## config.mk

```make
export PLATFORM = sky130hd
export DESIGN_NAME = checked_text_to_integer_parser
export DESIGN_NICKNAME = d
export VERILOG_FILES = /design/src/hw/rtl/ttip_pkg.sv /design/src/hw/rtl/ttip_fifo.sv /design/src/hw/rtl/ttip_front.sv /design/src/hw/rtl/ttip_back.sv /design/src/hw/rtl/checked_text_to_integer_parser.sv
export SDC_FILE = /design/constraint.sdc
export NUM_CORES = 1
export LEC_CHECK = 0
export BUFFER_PORTS_ARGS = -buffer_cell sky130_fd_sc_hd__buf_2
export CORE_MARGIN = 2
export CORE_UTILIZATION = 40
export CTS_CLUSTER_DIAMETER = 60
export DETAILED_ROUTE_END_ITERATION = 7
export PLACE_DENSITY_LB_ADDON = 0.08
export SLEW_MARGIN = 25
export SYNTH_ARGS = -nofsm -noshare
export SYNTH_HDL_FRONTEND = slang
export SYNTH_SLANG_ARGS = --single-unit
```

## constraint.sdc

```tcl
create_clock -name clk -period 9.55 [get_ports clk]
set_input_delay 0.4775 -clock clk [delete_from_list [all_inputs] [get_ports clk]]
set_output_delay 0.4775 -clock clk [all_outputs]
set_load 0.02 [all_outputs]
```

## src/hw/rtl/ttip_pkg.sv

```systemverilog
// ttip_pkg: shared types and constants of the text-to-integer parser.
// Used by ttip_front, ttip_back and checked_text_to_integer_parser; no dependencies.
package ttip_pkg;

	localparam int MID_DEPTH = 2;
	localparam int OUT_DEPTH = 2;

	typedef enum logic [1:0] {
		CFG_SIGNED = 2'd0,
		CFG_BASE   = 2'd1,
		CFG_WIDTH  = 2'd2,
		CFG_SUFFIX = 2'd3
	} cfg_idx_t;

	typedef enum logic [1:0] {
		W8  = 2'd0,
		W16 = 2'd1,
		W32 = 2'd2,
		W64 = 2'd3
	} wsel_t;

	typedef enum logic [1:0] {
		SFX_NONE  = 2'd0,
		SFX_SEC   = 2'd1,
		SFX_PCT   = 2'd2,
		SFX_BYTES = 2'd3
	} sfx_mode_t;

	typedef struct packed {
		logic      signed_mode;
		logic      base_mode;
		wsel_t     width_select;
		sfx_mode_t suffix_mode;
	} cfg_t;

	typedef enum logic [2:0] {
		PH_START  = 3'd0,
		PH_SPACE  = 3'd1,
		PH_SIGN   = 3'd2,
		PH_ZERO   = 3'd3,
		PH_HEXPFX = 3'd4,
		PH_DIGITS = 3'd5,
		PH_SUFFIX = 3'd6,
		PH_JUNK   = 3'd7
	} phase_t;

	typedef enum logic [1:0] {
		RX_DEC = 2'd0,
		RX_OCT = 2'd1,
		RX_HEX = 2'd2
	} radix_t;

	typedef enum logic [3:0] {
		SP_NONE = 4'd0,
		SP_S    = 4'd1,
		SP_SE   = 4'd2,
		SP_SEC  = 4'd3,
		SP_PCT  = 4'd4,
		SP_K    = 4'd5,
		SP_M    = 4'd6,
		SP_G    = 4'd7,
		SP_T    = 4'd8,
		SP_P    = 4'd9,
		SP_KB   = 4'd10,
		SP_MB   = 4'd11,
		SP_GB   = 4'd12,
		SP_TB   = 4'd13,
		SP_PB   = 4'd14
	} sfx_prog_t;

	typedef enum logic [2:0] {
		ST_OK       = 3'd0,
		ST_FORMAT   = 3'd1,
		ST_OVERFLOW = 3'd2,
		ST_RANGE    = 3'd3,
		ST_MINUS    = 3'd4
	} status_t;

	// character class of one beat
	typedef struct packed {
		logic      eot;
		logic      blank;
		logic      plus;
		logic      minus;
		logic      zero;
		logic      x;
		logic      dig_ok;
		logic [3:0] dval;
		logic      s;
		logic      e;
		logic      c;
		logic      pct;
		logic      b;
		sfx_prog_t unit;
	} cls_t;

endpackage

```

## src/hw/rtl/ttip_fifo.sv

```systemverilog
// ttip_fifo: small register queue, WIDTH bits by DEPTH entries (DEPTH >= 2).
// Generic; no package dependencies.
module ttip_fifo #(
	parameter int WIDTH = 8,
	parameter int DEPTH = 2
) (
	input  logic             clk,
	input  logic             arst_n,
	input  logic             push,
	input  logic [WIDTH-1:0] wr_data,
	output logic             full,
	input  logic             pop,
	output logic [WIDTH-1:0] rd_data,
	output logic             empty
);

	localparam int PW = $clog2(DEPTH);
	localparam int CW = $clog2(DEPTH + 1);

	logic [WIDTH-1:0] mem_q [DEPTH];
	logic [PW-1:0]    wptr_q, rptr_q;
	logic [CW-1:0]    cnt_q;
	logic             push_ok, pop_ok;

	assign full    = cnt_q == CW'(DEPTH);
	assign empty   = cnt_q == '0;
	assign push_ok = push && !full;
	assign pop_ok  = pop && !empty;
	assign rd_data = mem_q[rptr_q];

	always_ff @(posedge clk or negedge arst_n) begin
		if (!arst_n) begin
			wptr_q <= '0;
			rptr_q <= '0;
			cnt_q  <= '0;
		end else begin
			if (push_ok) begin
				wptr_q <= (wptr_q == PW'(DEPTH - 1)) ? '0 : wptr_q + 1'b1;
			end
			if (pop_ok) begin
				rptr_q <= (rptr_q == PW'(DEPTH - 1)) ? '0 : rptr_q + 1'b1;
			end
			if (push_ok && !pop_ok) begin
				cnt_q <= cnt_q + 1'b1;
			end else if (pop_ok && !push_ok) begin
				cnt_q <= cnt_q - 1'b1;
			end
		end
	end

	always_ff @(posedge clk) begin
		if (push_ok) begin
			mem_q[wptr_q] <= wr_data;
		end
	end

endmodule

```

## src/hw/rtl/ttip_front.sv

```systemverilog
// ttip_front: classifies one input beat into character classes.
// Depends on ttip_pkg (cls_t, sfx_prog_t).
module ttip_front import ttip_pkg::*; (
	input  logic [7:0] char_code,
	input  logic       end_of_text,
	output cls_t       cls
);

	localparam logic [7:0] CH_SPACE = 8'h20;
	localparam logic [7:0] CH_TAB   = 8'h09;
	localparam logic [7:0] CH_CR    = 8'h0D;
	localparam logic [7:0] CH_PLUS  = 8'h2B;
	localparam logic [7:0] CH_MINUS = 8'h2D;
	localparam logic [7:0] CH_PCT   = 8'h25;
	localparam logic [7:0] CH_0     = 8'h30;
	localparam logic [7:0] CH_9     = 8'h39;
	localparam logic [7:0] CH_LA    = 8'h61;
	localparam logic [7:0] CH_LB    = 8'h62;
	localparam logic [7:0] CH_LC    = 8'h63;
	localparam logic [7:0] CH_LE    = 8'h65;
	localparam logic [7:0] CH_LF    = 8'h66;
	localparam logic [7:0] CH_LG    = 8'h67;
	localparam logic [7:0] CH_LK    = 8'h6B;
	localparam logic [7:0] CH_LM    = 8'h6D;
	localparam logic [7:0] CH_LP    = 8'h70;
	localparam logic [7:0] CH_LS    = 8'h73;
	localparam logic [7:0] CH_LT    = 8'h74;
	localparam logic [7:0] CH_LX    = 8'h78;
	localparam logic [7:0] HEX_OFS  = 8'h57;

	logic [7:0] lc;
	logic       is_dec, is_hexl;

	assign lc      = char_code | 8'h20;
	assign is_dec  = char_code >= CH_0 && char_code <= CH_9;
	assign is_hexl = lc >= CH_LA && lc <= CH_LF;

	always_comb begin
		logic [7:0] hv;
		hv          = lc - HEX_OFS;
		cls.eot     = end_of_text;
		cls.blank   = char_code == CH_SPACE || (char_code >= CH_TAB && char_code <= CH_CR);
		cls.plus    = char_code == CH_PLUS;
		cls.minus   = char_code == CH_MINUS;
		cls.zero    = char_code == CH_0;
		cls.x       = lc == CH_LX;
		cls.dig_ok  = is_dec || is_hexl;
		cls.dval    = is_dec ? char_code[3:0] : hv[3:0];
		cls.s       = char_code == CH_LS;
		cls.e       = char_code == CH_LE;
		cls.c       = char_code == CH_LC;
		cls.pct     = char_code == CH_PCT;
		cls.b       = lc == CH_LB;
		if (lc == CH_LK) begin
			cls.unit = SP_K;
		end else if (lc == CH_LM) begin
			cls.unit = SP_M;
		end else if (lc == CH_LG) begin
			cls.unit = SP_G;
		end else if (lc == CH_LT) begin
			cls.unit = SP_T;
		end else if (lc == CH_LP) begin
			cls.unit = SP_P;
		end else begin
			cls.unit = SP_NONE;
		end
	end

endmodule

```

## src/hw/rtl/ttip_back.sv

```systemverilog
// ttip_back: parse state machine with digit accumulator and a finish stage.
// Depends on ttip_pkg (cfg_t, cls_t, phase_t, radix_t, sfx_prog_t, status_t).
module ttip_back import ttip_pkg::*; (
	input  logic        clk,
	input  logic        arst_n,
	input  cfg_t        cfg,
	input  logic        q_empty,
	input  cls_t        q_item,
	output logic        q_pop,
	input  logic        out_full,
	output logic        res_valid,
	output logic [63:0] res_value,
	output status_t     res_status
);

	phase_t    phase_q, n_phase;
	logic [63:0] acc_q, n_acc;
	logic      neg_q, n_neg;
	radix_t    radix_q, n_radix;
	logic      ovf_q, n_ovf;
	logic      anyd_q, n_anyd;
	sfx_prog_t sp_q, n_sp;
	status_t   err_q, n_err;

	logic        fin_v_s1;
	phase_t      ph_s1;
	logic [63:0] acc_s1;
	logic        neg_s1, ovf_s1, anyd_s1;
	sfx_prog_t   sp_s1;
	status_t     err_s1;

	logic        fin_free, take, dec_only, in_radix;
	logic [67:0] mul;
	logic [68:0] sum;

	assign fin_free  = !fin_v_s1 || !out_full;
	assign take      = !q_empty && (!q_item.eot || fin_free);
	assign q_pop     = take;
	assign res_valid = fin_v_s1 && !out_full;
	assign dec_only  = cfg.base_mode || cfg.suffix_mode == SFX_BYTES;

	always_comb begin
		unique case (radix_q)
			RX_HEX:  mul = {acc_q, 4'b0};
			RX_OCT:  mul = {1'b0, acc_q, 3'b0};
			default: mul = {1'b0, acc_q, 3'b0} + {3'b0, acc_q, 1'b0};
		endcase
		sum = {1'b0, mul} + {65'b0, q_item.dval};
		unique case (radix_q)
			RX_HEX:  in_radix = q_item.dig_ok;
			RX_OCT:  in_radix = q_item.dig_ok && q_item.dval < 4'd8;
			default: in_radix = q_item.dig_ok && q_item.dval < 4'd10;
		endcase
	end

	always_comb begin
		n_phase = phase_q;
		n_acc   = acc_q;
		n_neg   = neg_q;
		n_radix = radix_q;
		n_ovf   = ovf_q;
		n_anyd  = anyd_q;
		n_sp    = sp_q;
		n_err   = err_q;
		if (take && q_item.eot) begin
			n_phase = PH_START;
			n_acc   = '0;
			n_neg   = 1'b0;
			n_radix = RX_DEC;
			n_ovf   = 1'b0;
			n_anyd  = 1'b0;
			n_sp    = SP_NONE;
			n_err   = ST_OK;
		end else if (take) begin
			unique case (phase_q)
				PH_START, PH_SPACE, PH_SIGN: begin
					if (phase_q != PH_SIGN && q_item.blank) begin
						n_phase = PH_SPACE;
					end else if (phase_q != PH_SIGN && q_item.plus) begin
						n_phase = PH_SIGN;
					end else if (phase_q != PH_SIGN && q_item.minus) begin
						if (cfg.signed_mode && cfg.suffix_mode == SFX_NONE) begin
							n_neg   = 1'b1;
							n_phase = PH_SIGN;
						end else begin
							n_err   = ST_MINUS;
							n_phase = PH_JUNK;
						end
					end else if (!dec_only && q_item.zero) begin
						n_radix = RX_OCT;
						n_anyd  = 1'b1;
						n_acc   = '0;
						n_phase = PH_ZERO;
					end else if (q_item.dig_ok && q_item.dval < 4'd10) begin
						n_radix = RX_DEC;
						n_anyd  = 1'b1;
						n_acc   = {60'b0, q_item.dval};
						n_phase = PH_DIGITS;
					end else begin
						n_err   = ST_FORMAT;
						n_phase = PH_JUNK;
					end
				end
				PH_ZERO, PH_DIGITS: begin
					if (phase_q == PH_ZERO && q_item.x) begin
						n_phase = PH_HEXPFX;
					end else if (in_radix) begin
						n_anyd  = 1'b1;
						n_phase = PH_DIGITS;
						if (!ovf_q) begin
							if (sum[68:64] != '0) begin
								n_ovf = 1'b1;
							end else begin
								n_acc = sum[63:0];
							end
						end
					end else begin
						n_phase = PH_SUFFIX;
						if (cfg.suffix_mode == SFX_SEC && q_item.s) begin
							n_sp = SP_S;
						end else if (cfg.suffix_mode == SFX_PCT && q_item.pct) begin
							n_sp = SP_PCT;
						end else if (cfg.suffix_mode == SFX_BYTES && q_item.unit != SP_NONE) begin
							n_sp = q_item.unit;
						end else begin
							n_err   = ST_FORMAT;
							n_phase = PH_JUNK;
						end
					end
				end
				PH_HEXPFX: begin
					if (q_item.dig_ok) begin
						n_radix = RX_HEX;
						n_anyd  = 1'b1;
						n_acc   = {60'b0, q_item.dval};
						n_phase = PH_DIGITS;
					end else begin
						n_err   = ST_FORMAT;
						n_phase = PH_JUNK;
					end
				end
				PH_SUFFIX: begin
					if (sp_q == SP_S && q_item.e) begin
						n_sp = SP_SE;
					end else if (sp_q == SP_SE && q_item.c) begin
						n_sp = SP_SEC;
					end else if (q_item.b && sp_q == SP_K) begin
						n_sp = SP_KB;
					end else if (q_item.b && sp_q == SP_M) begin
						n_sp = SP_MB;
					end else if (q_item.b && sp_q == SP_G) begin
						n_sp = SP_GB;
					end else if (q_item.b && sp_q == SP_T) begin
						n_sp = SP_TB;
					end else if (q_item.b && sp_q == SP_P) begin
						n_sp = SP_PB;
					end else begin
						n_err   = ST_FORMAT;
						n_phase = PH_JUNK;
					end
				end
				default: begin
				end
			endcase
		end
	end

	always_ff @(posedge clk or negedge arst_n) begin
		if (!arst_n) begin
			phase_q  <= PH_START;
			acc_q    <= '0;
			neg_q    <= 1'b0;
			radix_q  <= RX_DEC;
			ovf_q    <= 1'b0;
			anyd_q   <= 1'b0;
			sp_q     <= SP_NONE;
			err_q    <= ST_OK;
			fin_v_s1 <= 1'b0;
		end else begin
			phase_q <= n_phase;
			acc_q   <= n_acc;
			neg_q   <= n_neg;
			radix_q <= n_radix;
			ovf_q   <= n_ovf;
			anyd_q  <= n_anyd;
			sp_q    <= n_sp;
			err_q   <= n_err;
			if (take && q_item.eot) begin
				fin_v_s1 <= 1'b1;
			end else if (res_valid) begin
				fin_v_s1 <= 1'b0;
			end
		end
	end

	// snapshot of the parse at the terminator
	always_ff @(posedge clk) begin
		if (take && q_item.eot) begin
			ph_s1   <= phase_q;
			acc_s1  <= acc_q;
			neg_s1  <= neg_q;
			ovf_s1  <= ovf_q;
			anyd_s1 <= anyd_q;
			sp_s1   <= sp_q;
			err_s1  <= err_q;
		end
	end

	function automatic logic range_ok(logic [63:0] mag, logic neg, logic sgn, wsel_t ws);
		logic hi_u, hi_s, half_eq;
		unique case (ws)
			W8: begin
				hi_u    = |mag[63:8];
				hi_s    = |mag[63:7];
				half_eq = mag == 64'h80;
			end
			W16: begin
				hi_u    = |mag[63:16];
				hi_s    = |mag[63:15];
				half_eq = mag == 64'h8000;
			end
			W32: begin
				hi_u    = |mag[63:32];
				hi_s    = |mag[63:31];
				half_eq = mag == 64'h8000_0000;
			end
			default: begin
				hi_u    = 1'b0;
				hi_s    = 1'b0;
				half_eq = 1'b1;
			end
		endcase
		if (!sgn) begin
			return !hi_u;
		end
		return !hi_s || (neg && half_eq);
	endfunction

	always_comb begin
		logic        slim, complete, big;
		logic [63:0] v;
		slim = (cfg.signed_mode && cfg.suffix_mode == SFX_NONE) ||
		       cfg.suffix_mode == SFX_SEC || cfg.suffix_mode == SFX_PCT;
		complete = sp_s1 == SP_S || sp_s1 == SP_SEC || sp_s1 == SP_PCT ||
		           sp_s1 == SP_KB || sp_s1 == SP_MB || sp_s1 == SP_GB ||
		           sp_s1 == SP_TB || sp_s1 == SP_PB;
		big = neg_s1 ? (acc_s1[63] && |acc_s1[62:0]) : acc_s1[63];
		v   = neg_s1 ? 64'd0 - acc_s1 : acc_s1;
		if (ph_s1 == PH_SUFFIX) begin
			unique case (sp_s1)
				SP_KB:   v = v << 10;
				SP_MB:   v = v << 20;
				SP_GB:   v = v << 30;
				SP_TB:   v = v << 40;
				SP_PB:   v = v << 50;
				default: v = v;
			endcase
		end
		if (cfg.suffix_mode == SFX_SEC || cfg.suffix_mode == SFX_PCT) begin
			v = {32'b0, v[31:0]};
		end
		res_value = '0;
		priority if (err_s1 == ST_MINUS) begin
			res_status = ST_MINUS;
		end else if (ph_s1 == PH_START) begin
			res_status = ST_OK;
		end else if (ovf_s1 || (slim && big)) begin
			res_status = ST_OVERFLOW;
		end else if (err_s1 != ST_OK || !anyd_s1 || ph_s1 == PH_HEXPFX ||
		             (ph_s1 == PH_SUFFIX && !complete)) begin
			res_status = ST_FORMAT;
		end else if (cfg.suffix_mode == SFX_NONE &&
		             !range_ok(acc_s1, neg_s1, cfg.signed_mode, cfg.width_select)) begin
			res_status = ST_RANGE;
		end else begin
			res_status = ST_OK;
			res_value  = v;
		end
	end

	a_fin_hold: assert property (@(posedge clk) disable iff (!arst_n)
		fin_v_s1 && out_full |=> fin_v_s1)
		else $error("finish stage dropped a stalled result");

	a_junk_err: assert property (@(posedge clk) disable iff (!arst_n)
		phase_q == PH_JUNK |-> err_q != ST_OK)
		else $error("junk phase without an error code");

	a_nodig_acc: assert property (@(posedge clk) disable iff (!arst_n)
		!anyd_q |-> acc_q == '0 && !ovf_q)
		else $error("accumulator set before any digit");

	a_sfx_phase: assert property (@(posedge clk) disable iff (!arst_n)
		sp_q != SP_NONE |-> phase_q == PH_SUFFIX || phase_q == PH_JUNK)
		else $error("suffix progress outside suffix phase");

endmodule

```

## src/hw/rtl/checked_text_to_integer_parser.sv

```systemverilog
// checked_text_to_integer_parser: top level; classifier, beat queue, parser, result queue.
// Depends on ttip_pkg, ttip_front, ttip_fifo, ttip_back.
//
//  channel   handshake            payload
//  input     push / full          char_code[7:0], end_of_text
//  result    pop / empty          parsed_value[63:0], status[2:0]
//  config    cfg_valid/cfg_ready  cfg_index[1:0], cfg_data[1:0]
//
// One beat per cycle unless a terminator meets a stalled finish stage; the parser's
// accumulate step (x radix + digit) is registered per beat, so digits follow directly.
// A terminator beat passes the beat queue, the finish stage and the result queue to the ports.
// Reset clears both queues and the parse state; registers go to their defaults.
// A stalled result queue holds the finish stage; the next terminator then waits
// in the beat queue, and full rises once that queue fills.
module checked_text_to_integer_parser import ttip_pkg::*; #(
	parameter int MID_DEPTH_P = MID_DEPTH,
	parameter int OUT_DEPTH_P = OUT_DEPTH
) (
	input  logic        clk,
	input  logic        arst_n,
	input  logic        push,
	output logic        full,
	input  logic [7:0]  char_code,
	input  logic        end_of_text,
	output logic        empty,
	input  logic        pop,
	output logic [63:0] parsed_value,
	output logic [2:0]  status,
	input  logic        cfg_valid,
	output logic        cfg_ready,
	input  logic [1:0]  cfg_index,
	input  logic [1:0]  cfg_data
);

	localparam int CLS_W = $bits(cls_t);
	localparam int RES_W = 64 + 3;

	cfg_t             cfg_q;
	cls_t             cls_in;
	logic [CLS_W-1:0] mid_rd;
	logic             mid_empty, mid_pop;
	logic             out_full, res_valid;
	logic [63:0]      res_value;
	status_t          res_status;
	logic [RES_W-1:0] out_rd;

	assign cfg_ready = 1'b1;

	always_ff @(posedge clk or negedge arst_n) begin
		if (!arst_n) begin
			cfg_q.signed_mode  <= 1'b0;
			cfg_q.base_mode    <= 1'b0;
			cfg_q.width_select <= W64;
			cfg_q.suffix_mode  <= SFX_NONE;
		end else if (cfg_valid && cfg_ready) begin
			unique case (cfg_idx_t'(cfg_index))
				CFG_SIGNED: cfg_q.signed_mode  <= cfg_data[0];
				CFG_BASE:   cfg_q.base_mode    <= cfg_data[0];
				CFG_WIDTH:  cfg_q.width_select <= wsel_t'(cfg_data);
				CFG_SUFFIX: cfg_q.suffix_mode  <= sfx_mode_t'(cfg_data);
			endcase
		end
	end

	ttip_front u_front (
		.char_code   (char_code),
		.end_of_text (end_of_text),
		.cls         (cls_in)
	);

	ttip_fifo #(
		.WIDTH (CLS_W),
		.DEPTH (MID_DEPTH_P)
	) u_mid_q (
		.clk     (clk),
		.arst_n  (arst_n),
		.push    (push),
		.wr_data (cls_in),
		.full    (full),
		.pop     (mid_pop),
		.rd_data (mid_rd),
		.empty   (mid_empty)
	);

	ttip_back u_back (
		.clk        (clk),
		.arst_n     (arst_n),
		.cfg        (cfg_q),
		.q_empty    (mid_empty),
		.q_item     (cls_t'(mid_rd)),
		.q_pop      (mid_pop),
		.out_full   (out_full),
		.res_valid  (res_valid),
		.res_value  (res_value),
		.res_status (res_status)
	);

	ttip_fifo #(
		.WIDTH (RES_W),
		.DEPTH (OUT_DEPTH_P)
	) u_out_q (
		.clk     (clk),
		.arst_n  (arst_n),
		.push    (res_valid),
		.wr_data ({res_value, res_status}),
		.full    (out_full),
		.pop     (pop),
		.rd_data (out_rd),
		.empty   (empty)
	);

	assign parsed_value = out_rd[RES_W-1:3];
	assign status       = out_rd[2:0];

endmodule
```

# Word level (Yosys, flattened, before mapping)
# Memories as Yosys holds them, arrays and structs flattened.
# Index checks and enable logic that the tools add are counted.
dict set report totals {
  in_bits 18
  latchBits 0
  ramBits 174
  wordCells 418
  ff_bits 171
  output_inout_bits 70
  n_memories 2
  romBits 0
}
dict set report op_classes {
  order_cmp 8
  bitwise_logic 0
  mux 169
  div 0
  addsub 12
  mul 0
  eq_ne 84
  reduce_logical 117
  n_shift 0
}
# memory words word_bits read_ports rd_clocked_by_memory_dff write_ports line_no
set mem_list {}
lappend mem_list {u_out_q.mem_q 2 67 1 0 1 ttip_fifo.sv:20} ;# logic [WIDTH-1:0] mem_q [DEPTH];
lappend mem_list {u_mid_q.mem_q 2 20 1 0 1 ttip_fifo.sv:20}
# operator n
set op_table {}
lappend op_table {{$mux W64} 20}
lappend op_table {{$pmux W64 S5} 1}
lappend op_table {{$pmux W64 S3} 1}
lappend op_table {{$pmux W68 S2} 1}
lappend op_table {{$mux W3} 43}
lappend op_table {{$mux W4} 20}
lappend op_table {{$add A68 B4 Y69} 1}
lappend op_table {{$add A67 B65 Y68} 1}
lappend op_table {{$eq A64 B16 Y1 const B} 1}
lappend op_table {{$eq A64 B32 Y1 const B} 1}
lappend op_table {{$eq A64 B8 Y1 const B} 1}
lappend op_table {{$sub A1 B64 Y64 const A} 1}
lappend op_table {{$reduce_or A63 Y1} 1}
lappend op_table {{$mux W1} 59}
lappend op_table {{$reduce_or A57 Y1} 1}
lappend op_table {{$reduce_or A56 Y1} 1}
lappend op_table {{$ne A3 B3 Y1 const B} 18}
lappend op_table {{$eq A7 B6 Y1 const B} 7}
lappend op_table {{$reduce_or A49 Y1} 1}
lappend op_table {{$reduce_or A48 Y1} 1}
lappend op_table {{$eq A8 B6 Y1 const B} 5}
lappend op_table {{$logic_and A1 B1 Y1} 37}
lappend op_table {{$reduce_or A33 Y1} 1}
lappend op_table {{$reduce_or A32 Y1} 1}
lappend op_table {{52 further kinds} 165}

# Depth between registers and ports, before layout
dict set report logic_depth {
  word_depth 29
  depth_mapped 29
  ltp_nobuf 17
}

# Cells and area by module
# Synthesis repeated with hierarchy kept, for this count alone.
dict set report unflattened {
  hier_cells 2534
  area_unflattened_um2 24566.1
}
# module n_inst seq_area_each_um2 cells_per_inst area_each_um2
set by_module_without_submodules {}
lappend by_module_without_submodules {ttip_back 1 4259.1 2139 17061.4}
lappend by_module_without_submodules {{ttip_fifo (u_out_q)} 1 4124.0 228 5122.4}
lappend by_module_without_submodules {{ttip_fifo (u_mid_q)} 1 1301.2 81 1637.8}
lappend by_module_without_submodules {ttip_front 1 0.0 68 485.5}
lappend by_module_without_submodules {checked_text_to_integer_parser 1 152.6 18 259.0}

# Worst setup path before layout
# No wires, ideal clock.
dict set report synth_timing {
  path_kind {reg-to-reg}
  start {register u_back.radix_q[0]}
  end {register u_back.acc_q[4]}
  n_path_buf 12
  synth_period_minus_slack_ns 7.686
  setup_ns 0.121
  stages_incl_launch_ff 29
  arrival_time_ns 7.565
  slack_ns 1.864
  required_time_ns 9.429
  path_cell_list {dfrtp_1 -> inv_1 -> ha_1 -> clkbuf_1 -> buf_1 -> buf_1 -> clkbuf_1 -> buf_1 -> clkbuf_1 -> clkbuf_1 -> buf_1 -> clkbuf_1 -> buf_1 -> o21ai_0 -> ha_1 -> a21oi_1 -> nor2_1 -> nand2_1 -> or4_1 -> or3_1 -> nor4_1 -> and4bb_2 -> or4b_4 -> nor4_2 -> o22ai_1 -> a21o_1 -> buf_6 -> buf_6 -> a22o_1}
}
dict set report synth_between {
  elab_chain_cells 10
  word_cells_on_any_way 16
  classes_between {add/sub (1); eq/ne (4); mux (9); reduce/logical (2)}
}
# element line_no
set synth_rtl {}
lappend synth_rtl {{start, declared} ttip_back.sv:19} ;# radix_t radix_q, n_radix;
lappend synth_rtl {{start signal, assigned} ttip_back.sv:183} ;# radix_q <= n_radix;
lappend synth_rtl {{$eq A2 B1 Y1 or $eq A2 B2 Y1 (tied branches)} {ttip_back.sv:43, ttip_back.sv:49}}
lappend synth_rtl {{$pmux W68 S2} ttip_back.sv:43} ;# unique case (radix_q)
lappend synth_rtl {{$add A68 B4 Y69} ttip_back.sv:48} ;# sum = {1'b0, mul} + {65'b0, q_item.dval};
lappend synth_rtl {{$mux W64} ttip_back.sv:111} ;# if (sum[68:64] != '0) begin
lappend synth_rtl {{$mux W64} ttip_back.sv:110} ;# if (!ovf_q) begin
lappend synth_rtl {{$mux W64} ttip_back.sv:107} ;# end else if (in_radix) begin
lappend synth_rtl {{$mux W64} ttip_back.sv:105} ;# if (phase_q == PH_ZERO && q_item.x) begin
lappend synth_rtl {{$pmux W64 S3} ttip_back.sv:75} ;# unique case (phase_q)
lappend synth_rtl {{$mux W64} ttip_back.sv:74} ;# end else if (take) begin
lappend synth_rtl {{$mux W64} ttip_back.sv:65} ;# if (take && q_item.eot) begin
lappend synth_rtl {{end signal, assigned} ttip_back.sv:181} ;# acc_q <= n_acc;
lappend synth_rtl {{end, declared} ttip_back.sv:17} ;# logic [63:0] acc_q, n_acc;
# Several ways; a longest one is shown, not always the timed one. The select of a mux whose other input is x is not followed.
# A chain may end at the register's enable or synchronous reset.

# Final worst setup path
dict set report layout_timing {
  start {register u_back.radix_q[0]}
  end {register u_back.acc_q[58]}
}
# The elaborated chain is that of the path after synthesis.

==> metrics <==
status=finished clean; number of distinct library cell variants in the gate-level netlist after synthesis=100; worst min path class=primary input to flop; Die Height=249 µm; Sequential Power Share=0.339; clk slew on worst S/H paths=0.06 ns; async set-or-reset flop fraction in the synthesized netlist=0.271; endpoint of the worst hold path=u_mid_q.mem_q[0][19]; H-tree levels=2; post-synthesis compound-gate area fraction=0.229; insertion delay of the later-clocked pin in the worst-skew pair=0.56 ns; critical path's top delay family=simple AND/OR/NAND/NOR gates; layout overhead on the synthesized area=9.67%; CTS root buf=clkbuf_16; category of the most critical setup path=flop to flop; Max transition margin=0.316; I/O Buffers=86; final worst path period need=6.84 ns; launch instance of the worst register-to-register path=u_back.radix_q[0]; Inserted Clock Buffers=40; R2R depth=15; power density over cell area=295 nW/µm²; Initial Util=0.407; Nets=~2,600; via count=20,700; post-synthesis adder-cell area fraction=0.0447; final core utilization=0.446; Leakage=0.00966 µW; Cells after Synth=2,514; Highest Signal Layer=met4; commonest non-fill, non-tap cell in the layout=edfxtp_1; sum of net half-perimeters after detailed placement=58.7 mm; number of DRC markers after the initial detailed-route iteration=1,918; leading cell types in the layout, fill and taps excluded=edfxtp_1 (250), nor2_1 (231), nand2_1 (189), o21ai_0 (151), a21oi_1 (146); number of antenna violations at the first check in global routing=0; slowest stage delay, CP=0.86 ns; buffer levels on the longest clock path=3; Met1 Routed Length=37.1 mm; switch share=0.446; Reg-to-Reg End=u_back.acc_q[58]; slew of the pin with the lowest slew margin=slightly above 1 ns; wire length on met2=32.9 mm; number of setup violations in the final report=0; switching pwr=3480 µW; worst hold path startpoint=end_of_text; core outline area=59,200 µm²; Critical Path Slowest Stage Cell=a21o_2; setup_tns=0 ns; RSZ-0062 raised after global routing=no; timing-limited maximum frequency=approximately 0.15 GHz; critical path fanouts, max=between 40 and 50; average wire length per cell after detail routing=23.0 µm; portion of total power attributed to the clock network=0.190; met3 wirelength from detailed routing=4.66 mm; top cells by area in the synthesized netlist=edfxtp_1 (31%), dfrtp_1 (9.4%), ha_1 (4.3%), mux2_2 (4.1%), nor2_1 (3.6%); weighted congestion at the end of routability-driven global placement=0.966; final count of pins violating max slew=0; layout cell share with drive strength beyond 1=0.126; standard-cell row count=89; total buffers and inverters traversed by the critical path=4; via count normalized by instance count=6.24; cell depth of the worst hold path=1; count of yosys warnings during synthesis=0; maximum vdd drop=about 170 µV; finished layout cell area=26,400 µm²; clock tree from TritonCTS=yes; ratio of final minimum period to clock period=0.717; number of nets with antenna violations after detailed routing=0; die span in x=249 µm; Syn Nets=~2,600; portion of synthesized cell area occupied by the leading cell type=0.311; clock tree sinks=343; final hold viol count=0; library cell with the largest summed area after synthesis=edfxtp_1; global-route wire length before repair=119 mm; Ant. Diodes=0; routed wire length=about 77 mm; vias in the first global route=between 15,000 and 20,000; fraction of power consumed by combinational cells=0.471; Int Power=4320 µW; reg-to-reg setup timing slack=around 2.7 ns; Total Routing Usage GR=0.241; fin worst setup slack=2.71 ns; pin count of the biggest net entering global routing=81; Synth Area in XOR/XNOR=0.0614; Layout Skew=around 0.030 ns; dominant combinational cell family by area after synthesis=compound AO/OA/AOI/OAI gates; area share of and/or/nand/nor cells after synthesis=0.167; pre-CTS setup slack=between 2 and 3 ns; gr ovfl total=0; mapped cell area=24,100 µm²; critical path cell sequence=inv_1 -> ha_4 -> inv_1 -> buf_4 -> o21ai_0 -> or4_1 -> or3_1 -> nor4_1 -> and4bb_2 -> or4b_4 -> o21a_1 -> o22ai_1 -> a21o_2 -> buf_4 -> a22o_1; number of primary I/O pins=88; element type at the critical path start=flop; Critical Path Sink Type=flop; arrival time of the worst setup path=~7.3 ns; Total Die Area=62,200 µm²; sequential area share after synthesis=0.408; number of max-capacitance violations reported=0; flip-flop and latch count after synthesis=between 300 and 400; Post-synth EDFFs=250; data required time at the worst endpoint=10.03 ns; DRC violation count after routing=0; placed standard-cell area=roughly 25,000 µm²; detailed-routing iteration count for the pre-antenna-repair pass=6; multiplexer share of the synthesized area=0.0534; Syn Area/Cell=9.59 µm²; most instantiated flip-flop cell in the synthesis netlist=edfxtp_1
cell type report:
| type | instances | area (µm²) |
|---|---|---|
| clock inverters | 22 | 196 |
| multi-input cells | 1964 | 13500 |
| fillers | 5701 | 32800 |
| well taps | 773 | 967 |
| inverters | 53 | 200 |
| flip-flops and latches | 343 | 9840 |
| clock buffers | 51 | 1090 |
| repair buffers | 119 | 683 |
worst reg2reg max path: stages (launching register included):
cell and delay [ns]:
dfrtp_1 0.38, inv_1 0.09, ha_4 0.31, inv_1 0.64, buf_4 0.49, o21ai_0 0.22
or4_1 0.65, or3_1 0.45, nor4_1 0.59, and4bb_2 0.42, or4b_4 0.53, o21a_1 0.20
o22ai_1 0.40, a21o_2 0.86, buf_4 0.36, a22o_1 0.18
power by group through the flow:
stage               Combinational (µW)  Sequential (µW)  Clock, µW
detailed placement                3640             2660          0
floorplan                         2680             2480          0
CTS                               3650             2630       1520
global route                      4000             2700       1580
finish                            3680             2640       1480
global placement                  3630             2640          0
kinds of logic (layout without fill, tap and decap cells):
family | after synthesis | count (layout)
AO/OA/AOI/OAI | 785 | 785
flip-flops | 343 | 343
AND/OR/NAND/NOR | 807 | 807
XOR/XNOR | 169 | 169
other | 1 | 1
buffers and inverters | 207 | 245
multiplexers | 117 | 117
adder cells (fa/ha/maj) | 85 | 85
registers in the layout, indices dropped and copies added, names as in the netlist, 2 cells and up:
signal          flops
u_back.acc_s1      64
u_back.acc_q       64
u_mid_q.mem_q      40
u_out_q.cnt_q       2
u_back.sp_q         4
u_back.err_q        2
u_back.err_s1       2
u_back.sp_s1        4
u_out_q.mem_q     134
u_mid_q.cnt_q       2
u_back.phase_q      3
u_back.radix_q      2
u_back.ph_s1        3
cfg_q               6
stage by stage:
step / hold WS [ns] / cells / power [µW]
4_1_cts: 0.100 / 3325 / 7800
3_3_place_gp: 0.423 / 3251 / 6270
5_1_grt: 0.105 / 3325 / 8280
3_5_place_dp: 0.429 / 3251 / 6300
6_report: 0.132 / 3325 / 7810
2_1_floorplan: 0.182 / 2514 / 5160
timing repair:
| action | in CTS | in global routing |
|---|---|---|
| hold endpoints to repair | 24 | 0 |
| resized for setup | 0 | 0 |
| setup buffers | 0 | 0 |
| hold buffers | 1 | 0 |
metal layers:
layer / vias up / global-route usage
li1: 9771 / -
met1: 10100 / 0.364
met2: 778 / 0.358
met3: 99 / 0.0291
met4: 0 / 0.0695
met5: - / 0
worst max-delay path by stage:
stage / from / end / slack (ns) / cells past startpoint
6_report: u_back.radix_q[0] / u_back.acc_q[58] / 2.71 / 15
3_3_place_gp: u_back.radix_q[0] / u_back.acc_q[60] / 2.88 / 15
5_1_grt: u_back.radix_q[0] / u_back.acc_q[63] / 2.34 / 15
2_1_floorplan: u_back.radix_q[0] / u_back.acc_q[4] / 1.86 / 28
4_1_cts: u_back.radix_q[0] / u_back.acc_q[58] / 2.73 / 15
3_5_place_dp: u_back.radix_q[0] / u_back.acc_q[58] / 2.74 / 15
Yosys cell counts (9+ instances only):
| cell type | n |
|---|---|
| a211oi_1 | 46 |
| a21o_1 | 30 |
| a21oi_1 | 146 |
| a221o_1 | 20 |
| a221oi_1 | 76 |
| a22o_1 | 64 |
| a22oi_1 | 31 |
| a31oi_1 | 26 |
| and2_1 | 10 |
| and3_1 | 16 |
| buf_1 | 18 |
| buf_2 | 20 |
| clkbuf_1 | 104 |
| dfrtp_1 | 91 |
| edfxtp_1 | 250 |
| ha_1 | 83 |
| inv_1 | 53 |
| mux2_2 | 88 |
| mux2i_1 | 25 |
| nand2_1 | 189 |
| nand2b_1 | 26 |
| nand3_1 | 50 |
| nand3b_1 | 9 |
| nand4_1 | 50 |
| nor2_1 | 232 |
| nor2b_1 | 19 |
| nor3_1 | 73 |
| nor4_1 | 32 |
| o211ai_1 | 26 |
| o21a_1 | 14 |
| o21ai_0 | 151 |
| o21ai_1 | 10 |
| o221ai_1 | 14 |
| o31ai_1 | 25 |
| o41ai_1 | 11 |
| or2_2 | 15 |
| or3_1 | 25 |
| or4_1 | 19 |
| xnor2_1 | 92 |
| xor2_1 | 77 |
Power figures use the tool's default switching activity.
